## src/hdl/lsb_stego_embed_extract_assert.svh

```systemverilog
// Assertion macros for the LSB stego embed/extract block.
`ifndef LSB_STEGO_EMBED_EXTRACT_ASSERT_SVH
`define LSB_STEGO_EMBED_EXTRACT_ASSERT_SVH

// Same-cycle implication, checked outside reset.
`define LSBSE_ASSERT_IMP(lbl, clk, rst, pre, post) \
   lbl: assert property (@(posedge clk) disable iff (rst) (pre) |-> (post)) \
      else $error("lsb_stego_embed_extract: assertion failed");

// Next-cycle implication, checked outside reset.
`define LSBSE_ASSERT_NXT(lbl, clk, rst, pre, post) \
   lbl: assert property (@(posedge clk) disable iff (rst) (pre) |=> (post)) \
      else $error("lsb_stego_embed_extract: assertion failed");

`endif

```

## src/hdl/lsbse_pkg.sv

```systemverilog
// Package: payload types, codes and defaults of the LSB stego embed/extract block.
`timescale 1ns / 1ps

package lsbse_pkg;

   // Action codes
   localparam logic [1:0] ACT_PUSH    = 2'd0;
   localparam logic [1:0] ACT_EMBED   = 2'd1;
   localparam logic [1:0] ACT_PASS    = 2'd2;
   localparam logic [1:0] ACT_EXTRACT = 2'd3;

   // Result kinds
   localparam logic KIND_COVER   = 1'b0;
   localparam logic KIND_PAYLOAD = 1'b1;

   // CSR indexes
   localparam logic [1:0] CSR_BITS_PER_BYTE  = 2'd0;
   localparam logic [1:0] CSR_EXTRACT_LENGTH = 2'd1;

   localparam int CSR_INDEX_W = 2;
   localparam int CSR_DATA_W  = 32;

   localparam int RESERVOIR_BITS_DEF = 16;

   typedef struct packed {
      logic [1:0] action;
      logic [7:0] data;
   } req_type;

   typedef struct packed {
      logic [7:0] value;
      logic       kind;
      logic       error;
      logic       done_res;
   } rsp_type;

endpackage

```

## src/hdl/lsb_stego_embed_extract.sv

```systemverilog
// Top level: LSB steganography embed/extract datapath with registered output.
//
// Usage
//  - req channel: one item per accepted req_valid/!req_stall edge. action selects
//    push (payload byte into the bit reservoir), embed (cover byte low N bits
//    replaced by the oldest reservoir bits), pass (cover byte unchanged) or
//    extract (low N cover bits packed MSB first into payload bytes).
//  - rsp channel: at most one item per request; push without overflow and
//    extract without a finished byte give none.
//  - csr port: bits_per_byte (index 0, clamped to 1..8) and extract_length
//    (index 1); write only while the block is idle.
//  - Results are registered into the output register (or the skid entry). Throughput:
//    one item per cycle while req_stall is low; all state updates are shift/mask logic.
//  - Stall: a two-entry output buffer (output register plus skid) lets one more
//    item in while a result waits; req_stall rises when the skid entry is full.
//  - Reset: synchronous, active high; empties both output entries and clears the
//    reservoir, assembly byte and recovered-byte counter; N returns to 1 and
//    extract_length to 0.
`timescale 1ns / 1ps

module lsb_stego_embed_extract #(
   parameter int RESERVOIR_BITS = lsbse_pkg::RESERVOIR_BITS_DEF
) (
   input  logic                                clock,
   input  logic                                reset,
   input  logic                                req_valid,
   output logic                                req_stall,
   input  lsbse_pkg::req_type                  req_item,
   output logic                                rsp_valid,
   input  logic                                rsp_stall,
   output lsbse_pkg::rsp_type                  rsp_item,
   input  logic                                csr_write_en,
   input  logic [lsbse_pkg::CSR_INDEX_W-1:0]   csr_index,
   input  logic [lsbse_pkg::CSR_DATA_W-1:0]    csr_wdata
);
   import lsbse_pkg::*;

   `include "lsb_stego_embed_extract_assert.svh"

   localparam int CW = $clog2(RESERVOIR_BITS + 1);
   localparam logic [CW:0] RES_LIMIT = (CW + 1)'(RESERVOIR_BITS);

   // bit reverse of a byte
   function automatic logic [7:0] rev8(input logic [7:0] b);
      logic [7:0] r;
      for (int i = 0; i < 8; i++) begin
         r[i] = b[7 - i];
      end
      return r;
   endfunction

   // configuration
   logic [3:0]  bpb_ff;
   logic [31:0] xlen_ff;

   // state
   logic [RESERVOIR_BITS-1:0] res_ff, res_in;
   logic [CW-1:0]             rcnt_ff, rcnt_in;
   logic [7:0]                asm_ff, asm_in;
   logic [2:0]                acnt_ff, acnt_in;
   logic [31:0]               brec_ff, brec_in;

   // output buffer
   logic    main_valid_ff, main_valid_in;
   rsp_type main_ff, main_in;
   logic    skid_valid_ff, skid_valid_in;
   rsp_type skid_ff, skid_in;

   logic    accept, pop, produce;
   rsp_type result;

   // datapath temporaries
   logic [3:0]                n_eff;
   logic [7:0]                low_mask;
   logic [3:0]                take_k;
   logic [CW-1:0]             res_shamt;
   logic [RESERVOIR_BITS-1:0] res_window;
   logic [7:0]                emb_low;
   logic [15:0]               x_total;
   logic [4:0]                x_sum;
   logic [2:0]                x_rem;
   logic                      x_complete, x_active, x_done;
   logic [31:0]               brec_next;

   assign accept    = req_valid && !req_stall;
   assign pop       = rsp_valid && !rsp_stall;
   assign req_stall = skid_valid_ff;
   assign rsp_valid = main_valid_ff;
   assign rsp_item  = main_ff;

   // N clamp: 0 acts as 1, 9..15 act as 8
   always_comb begin
      if (bpb_ff == 4'd0) begin
         n_eff = 4'd1;
      end else if (bpb_ff > 4'd8) begin
         n_eff = 4'd8;
      end else begin
         n_eff = bpb_ff;
      end
   end

   assign low_mask = 8'((9'd1 << n_eff) - 9'd1);

   // embed: oldest bit sits at rcnt-1, goes to cover bit 0
   always_comb begin
      if (rcnt_ff >= CW'(n_eff)) begin
         take_k = n_eff;
      end else begin
         take_k = 4'(rcnt_ff);
      end
      res_shamt  = rcnt_ff - CW'(take_k);
      res_window = res_ff >> res_shamt;
      emb_low    = rev8(res_window[7:0]) >> (4'd8 - take_k);
   end

   // extract: cover bit 0 enters the assembly first
   always_comb begin
      x_total    = (16'(asm_ff) << n_eff) | 16'(rev8(req_item.data) >> (4'd8 - n_eff));
      x_sum      = 5'(acnt_ff) + 5'(n_eff);
      x_complete = (x_sum >= 5'd8);
      x_rem      = 3'(x_sum - 5'd8);
      x_active   = (brec_ff < xlen_ff);
      brec_next  = brec_ff + 32'd1;
      x_done     = (brec_next >= xlen_ff);
   end

   // item processing
   always_comb begin
      res_in   = res_ff;
      rcnt_in  = rcnt_ff;
      asm_in   = asm_ff;
      acnt_in  = acnt_ff;
      brec_in  = brec_ff;
      produce  = 1'b0;
      result   = '{value: req_item.data, kind: KIND_COVER, error: 1'b0, done_res: 1'b0};
      if (accept) begin
         unique case (req_item.action)
            ACT_PUSH: begin
               if (({1'b0, rcnt_ff} + (CW + 1)'(8)) > RES_LIMIT) begin
                  produce      = 1'b1;
                  result.value = 8'd0;
                  result.error = 1'b1;
               end else begin
                  res_in  = {res_ff[RESERVOIR_BITS-9:0], req_item.data};
                  rcnt_in = rcnt_ff + CW'(8);
               end
            end
            ACT_EMBED: begin
               produce      = 1'b1;
               result.value = (req_item.data & ~low_mask) | emb_low;
               rcnt_in      = res_shamt;
            end
            ACT_PASS: begin
               produce = 1'b1;
            end
            ACT_EXTRACT: begin
               if (x_active) begin
                  if (x_complete) begin
                     produce         = 1'b1;
                     result.value    = 8'(x_total >> x_rem);
                     result.kind     = KIND_PAYLOAD;
                     result.done_res = x_done;
                     brec_in         = brec_next;
                     if (x_done) begin
                        asm_in  = 8'd0;
                        acnt_in = 3'd0;
                     end else begin
                        asm_in  = x_total[7:0] & 8'((9'd1 << x_rem) - 9'd1);
                        acnt_in = x_rem;
                     end
                  end else begin
                     asm_in  = x_total[7:0];
                     acnt_in = x_sum[2:0];
                  end
               end
            end
            default: begin
            end
         endcase
      end
   end

   // output register plus skid entry
   always_comb begin
      main_valid_in = main_valid_ff;
      main_in       = main_ff;
      skid_valid_in = skid_valid_ff;
      skid_in       = skid_ff;
      if (!main_valid_ff || pop) begin
         if (skid_valid_ff) begin
            main_valid_in = 1'b1;
            main_in       = skid_ff;
            skid_valid_in = 1'b0;
         end else begin
            main_valid_in = produce;
            main_in       = result;
         end
      end else if (produce) begin
         skid_valid_in = 1'b1;
         skid_in       = result;
      end
   end

   always_ff @(posedge clock) begin
      if (reset) begin
         bpb_ff        <= 4'd1;
         xlen_ff       <= 32'd0;
         res_ff        <= '0;
         rcnt_ff       <= '0;
         asm_ff        <= 8'd0;
         acnt_ff       <= 3'd0;
         brec_ff       <= 32'd0;
         main_valid_ff <= 1'b0;
         skid_valid_ff <= 1'b0;
      end else begin
         if (csr_write_en) begin
            unique case (csr_index)
               CSR_BITS_PER_BYTE:  bpb_ff  <= csr_wdata[3:0];
               CSR_EXTRACT_LENGTH: xlen_ff <= csr_wdata;
               default: begin
               end
            endcase
         end
         res_ff        <= res_in;
         rcnt_ff       <= rcnt_in;
         asm_ff        <= asm_in;
         acnt_ff       <= acnt_in;
         brec_ff       <= brec_in;
         main_valid_ff <= main_valid_in;
         skid_valid_ff <= skid_valid_in;
      end
   end

   always_ff @(posedge clock) begin
      main_ff <= main_in;
      skid_ff <= skid_in;
   end

   // checks
   `LSBSE_ASSERT_IMP(a_skid_behind_main, clock, reset, skid_valid_ff, main_valid_ff)
   `LSBSE_ASSERT_IMP(a_res_count_bound, clock, reset, 1'b1, ({1'b0, rcnt_ff} <= RES_LIMIT))
   `LSBSE_ASSERT_IMP(a_done_is_payload, clock, reset, rsp_valid && rsp_item.done_res,
                     rsp_item.kind == KIND_PAYLOAD && !rsp_item.error)
   `LSBSE_ASSERT_NXT(a_full_skid_stalls, clock, reset, skid_valid_ff && rsp_stall,
                     req_stall)

endmodule
```

## config.mk

```make
export PLATFORM = sky130hd
export DESIGN_NAME = lsb_stego_embed_extract
export DESIGN_NICKNAME = d
export VERILOG_FILES = /design/src/hdl/lsbse_pkg.sv /design/src/hdl/lsb_stego_embed_extract.sv
export VERILOG_INCLUDE_DIRS = /design/src /design/src/hdl
export SDC_FILE = /design/constraint.sdc
export NUM_CORES = 1
export LEC_CHECK = 0
export BUFFER_PORTS_ARGS = -buffer_cell sky130_fd_sc_hd__buf_2
export CAP_MARGIN = 20
export CORE_AREA = 2 2 224 138
export CTS_CLUSTER_DIAMETER = 120
export DETAILED_ROUTE_END_ITERATION = 16
export DIE_AREA = 0 0 226 140
export GPL_ROUTABILITY_DRIVEN = 0
export PLACE_DENSITY = 0.48
export REMOVE_ABC_BUFFERS = 1
export SYNTH_ARGS = -nofsm -noshare
export SYNTH_HDL_FRONTEND = slang
export SYNTH_SLANG_ARGS = --single-unit
```

## constraint.sdc

```tcl
create_clock -name clock -period 6.31 [get_ports clock]
set_input_delay 0.3155 -clock clock [delete_from_list [all_inputs] [get_ports clock]]
set_output_delay 0.3155 -clock clock [all_outputs]
set_load 0.02 [all_outputs]
```

Word level (Yosys, flattened, before mapping)
Index checks and enable logic that the tools add are counted.
- register bits after elaboration: 124
- input port bits: 49
- word-level logic and storage cells: 97
- add/sub/neg operators: 10
- $lt $le $gt $ge: 6
- equality and inequality tests: 5
- shifts and indexed selects: 7
- muxes and demuxes: 26
- bitwise operators: 7
- reductions and logical operators: 19
- operators with widths (operator ; count):
    $add 32x1->32 const B ; 1
    $ge 32x32->1 ; 1
    $lt 32x32->1 ; 1
    $mux 8 ; 3
    $pmux 8 s3 ; 1
    $mux 11 ; 2
    $mux 9 ; 2
    $and 8x8->8 ; 2
    $or 16x16->16 ; 1
    $shl 8x4->16 ; 1
    $shr 16x3->8 ; 1
    $shr 16x5->8 ; 1
    $shr 8x4->16 ; 1
    $sub 8x1->8 const B ; 2
    $mux 4 ; 3
    $mux 1 ; 10
    $pmux 5 s2 ; 1
    $reduce_and 3->1 ; 3
    $not 8->8 ; 1
    $or 8x8->8 ; 1
    $shl 1x3->8 const A ; 1
    $shl 1x4->8 const A ; 1
    $shr 8x4->8 ; 1
    $sub 4x4->4 const A ; 2
    other kinds (25) ; 36

Longest topological paths before layout
- depth in word-level cells: 12
- mapped depth: 25
- gate-level depth less buffers: 22

Least setup slack after synthesis
No wires, ideal clock.
- kind: flip-flop to flip-flop
- from: register bpb_ff[1]
- to: register main_ff (netlist bit rsp_item[3]), data pin
- setup time: 260 ps
- arrival time: 5477 ps
- required time: 6050 ps
- path slack: 573 ps
- stages on the path, launching flop included: 23
- period minus slack after synthesis: 5737 ps
- path through: dfxtp_1 buf_2 nor2b_1 inv_1 ha_1 inv_1 o21ai_1 nand2_1 nand2_1 a21boi_1 inv_1 clkbuf_1 ha_1 buf_2 buf_1 mux2_2 o21ai_0 nor3_1 a311o_2 a221oi_2 a211oi_1 a211o_1 mux2_4
- RTL lines (element ; line ; text):
    from (decl) ; lsb_stego_embed_extract.sv:53 ; logic [3:0] bpb_ff;
    from (signal assigned) ; lsb_stego_embed_extract.sv:218 ; CSR_BITS_PER_BYTE: bpb_ff <= csr_wdata[3:0];
    to (signal assigned) ; lsb_stego_embed_extract.sv:235 ; main_ff <= main_in;
    to (decl) ; lsb_stego_embed_extract.sv:65 ; rsp_type main_ff, main_in;

Worst setup path in the final report
- from: register bpb_ff[2]
- to: register main_ff (netlist bit rsp_item[7]), data pin
- word-level cells in the longest chain between the ends: 12
- ends and longest elaborated chain (element ; line ; text):
    $gt 4x4->1 ; lsb_stego_embed_extract.sv:95 ; end else if (bpb_ff > 4'd8) begin
    $mux 4 ; lsb_stego_embed_extract.sv:95 ;
    $mux 4 (*) ; lsb_stego_embed_extract.sv:93 ; if (bpb_ff == 4'd0) begin
    $ge 5x4->1 or $sub 4x4->4 (tied branches) ; lsb_stego_embed_extract.sv:106, lsb_stego_embed_extract.sv:118 ;
    $mux 4 or $shr 8x4->16 (tied branches) ; lsb_stego_embed_extract.sv:106, lsb_stego_embed_extract.sv:118 ;
    $sub 5x4->5 or $or 16x16->16 (tied branches) ; lsb_stego_embed_extract.sv:111, lsb_stego_embed_extract.sv:118 ;
    $shr 16x5->8 or $shr 16x3->8 (tied branches) ; lsb_stego_embed_extract.sv:112, lsb_stego_embed_extract.sv:160 ;
    $shr 8x4->8 or $mux 9 (tied branches) ; lsb_stego_embed_extract.sv:113, lsb_stego_embed_extract.sv:158 ;
    $or 8x8->8 or $mux 9 (tied branches) ; lsb_stego_embed_extract.sv:150, lsb_stego_embed_extract.sv:157 ;
    $pmux 8 s3 (*) ; lsb_stego_embed_extract.sv:137 ; unique case (req_item.action)
    $mux 11 (*) ; lsb_stego_embed_extract.sv:136 ; if (accept) begin
    $mux 11 (*) ; lsb_stego_embed_extract.sv:190 ; if (skid_valid_ff) begin
Every way passes the cells marked *; elsewhere a longest branch is shown, timed or not.
A chain may end at the register's enable or synchronous reset.

==> impl_metrics.tcl <==
set metrics [dict create \
    status "finished clean" \
    grt_setup_unrepaired "false" \
    worstPathArrival_ns 6.05 \
    ant_nets 0 \
    clock_sinks 124 \
    hp-class "input port to flip-flop" \
    syn_inst 1289 \
    antenna_found_initial 0 \
    rows 49 \
    cts_tree "built" \
    seq_area_frac_synth 0.266 \
    worst_pin_slew_ns 1.12 \
    antennaDiodeCount 0 \
    drive_gt1_frac 0.123 \
    timing.fmax_mhz 173 \
    maxSlewHeadroom 0.254 \
    synth_area_um2 10200 \
    fin_crit_sh 0.914 \
    synth-main-ff-cell "dfxtp_1" \
    slew_viol_final 0 \
    die_w_um 226 \
    crit_required_ns 6.59 \
    post-cts-setup-buffers 0 \
    via_per_inst 5.57 \
    syn2layout_area_growth_pct 13.3 \
    peakVddDrop_uv 174 \
    fin_crit_ns 5.77 \
    clock_path_buffers 2 \
    maxCapViolations 0 \
    drtPass1Iterations 5 \
    design.die.area_um2 31600 \
    place_ws_ns 0.754 \
    postLayoutSetupSlackWorst_ns 0.543 \
    hold_violations 0 \
    wl_per_cell_um 19.8 \
    nets 1473 \
    grt_max_degree 62 \
    grt_pass1_wl_mm 53.8 \
    worst_clock_skew_ns 0.0122 \
    drc 0 \
    ctsHoldBuffers 0 \
    drt-total-wl_mm 34.7 \
    whs_ns 0.100 \
    synth_warnings 0 \
    io_buffer_count 61 \
    vias 9780 \
    worstSetupStartpointType "flip-flop" \
    yosys.cell_types.count 90 \
    cts_made_buffers 17 \
    critPathKind "flip-flop to flip-flop" \
    clock_latency_ns 0.45 \
    p_per_area_nw_per_um2 243 \
    htree_levels 4 \
    post_cts_resized 0 \
    clkTransAtPathRegs_ns 0.06 \
    overflow 0 \
    root_buffer "clkbuf_16" \
    synth_edf_count 22 \
    drt_iter0_drc 1042 \
    ios 62 \
    coreArea_um2 29500 \
    power_leakage_nw 4.75 \
    ys_async_sr_fraction 0 \
    start_util 0.345 \
    ys_seq_elements 124 \
    dieHeight_um 140 \
    cp_max_fo 15 \
    end_kind "flip-flop" \
    synth.avg_cell_area_um2 7.89 \
    dp_hpwl_mm 26.3 \
    grt_use_total 0.222 \
    grt_pass1_vias 8947 \
    postLayoutCoreUtil 0.391 \
    fin_setup_tns_ns 0 \
    setup_violations 0 \
]
[per-stage QoR]
step	instance area [µm²]	instances	power (mW)
global route	11500	1755	2.92
detailed placement	11000	1723	1.80
floorplan	9890	1220	1.48
CTS	11500	1755	2.78
global placement	11000	1723	1.81
finish	11500	1755	2.80
[worst max-delay path: stages (launching register included)]
cell	delay [ns]
dfxtp_1	0.54
or2b_2	0.46
ha_1	0.24
nor4_1	0.38
o21a_1	0.28
nor2_1	0.10
a21boi_1	0.20
inv_1	0.08
ha_1	0.24
inv_1	0.11
ha_1	0.35
nor2_1	0.08
a222oi_1	0.53
o21ai_2	0.34
mux2i_1	0.20
mux2i_1	0.49
a221oi_2	0.16
a2111oi_0	0.42
o21ai_1	0.18
a31oi_1	0.23
[layer usage]
layer | routed length (µm) | global-route usage
met5 | 0 | 0
met4 | 334 | 0.0460
met3 | 3710 | 0.0759
met2 | 11600 | 0.252
met1 | 19000 | 0.373
[kinds of logic after synthesis]
group	synth area share
AOI/OAI and AO/OA	0.234
buffers and inverters	0.0561
muxes	0.0859
DFF	0.266
xor gates and xnor gates	0.0491
and+or+nand+nor	0.198
adders and majority gates	0.111
[flip-flops by register name (all words and copies together), names as in the netlist]
signal and flops:
acnt_ff 3, asm_ff 8, bpb_ff 4, brec_ff 32
rcnt_ff 5, req_stall 1, res_ff 16, rsp_item 11
rsp_valid 1, skid_ff 11, xlen_ff 32
[placed cells by master (no fill, tap or decap), types with 6 or more instances in the layout]
cell type    n
a31oi_1     11
xor2_1      28
or3_1       15
edfxtp_1    22
dfxtp_1    102
nand2b_1     8
a221oi_1     6
nor2b_1      9
o21a_1       8
a211oi_1    11
inv_1       71
mux2_2      18
clkbuf_16   17
buf_4       35
buf_2       60
and3_1      14
nand3_1     33
o211ai_1    16
nor3_1      20
xnor2_1     29
a21oi_1    116
a211o_1      8
nor2_1      97
o21ai_0     48
o22ai_1     12
clkinv_1     8
a21o_1      24
mux2i_1     53
nand2_1    193
ha_1        89
nand4_1     17
[cells in the mapped netlist, types with 6 or more instances]
master    instances  share of area
nand2_1         193          0.071
a21oi_1         116          0.057
dfxtp_1         102           0.20
nor2_1           97          0.036
ha_1             89           0.11
inv_1            71          0.026
clkbuf_1         57          0.021
mux2i_1          53          0.052
o21ai_0          48          0.024
nand3_1          33          0.016
xnor2_1          29          0.025
xor2_1           28          0.024
a21o_1           24          0.018
edfxtp_1         22          0.065
nor3_1           20         0.0098
mux2_2           18          0.020
nand4_1          17          0.010
o211ai_1         16          0.012
or3_1            15         0.0092
and3_1           14         0.0086
o22ai_1          12         0.0074
a211oi_1         11         0.0081
a31oi_1          11         0.0068
nor2b_1           9         0.0055
a211o_1           8         0.0069
nand2b_1          8         0.0049
o21a_1            8         0.0059
a221oi_1          6         0.0052
[final cells by class]
class | count | area [µm²]
Timing Repair Buffer | 95 | 563
Sequential cell | 124 | 2700
Clock buffer | 19 | 433
Tap cell | 408 | 510
Fill cell | 3056 | 18000
Inverter | 76 | 288
Multi-Input combinational cell | 1020 | 6900
Clock inverter | 13 | 125
[power by group]
group | switching, mW | leakage [nW] | internal (mW)
Combinational | 0.636 | 3.44 | 0.332
Sequential | 0.0202 | 1.05 | 0.834
Clock | 0.400 | 0.263 | 0.575
[final timing paths]
check,depth (start not counted),to,slack [ns],from
max,19,rsp_item[7]$_DFFE_PP_,0.54,bpb_ff[2]$_SDFFE_PP0P_
min,3,xlen_ff[15]$_SDFFE_PP0P_,0.10,csr_wdata[15]
max reg2reg,19,rsp_item[7]$_DFFE_PP_,0.54,bpb_ff[2]$_SDFFE_PP0P_
min reg2reg,2,xlen_ff[10]$_SDFFE_PP0P_,0.45,xlen_ff[10]$_SDFFE_PP0P_
Note: power is estimated with default switching activity, not from simulation.
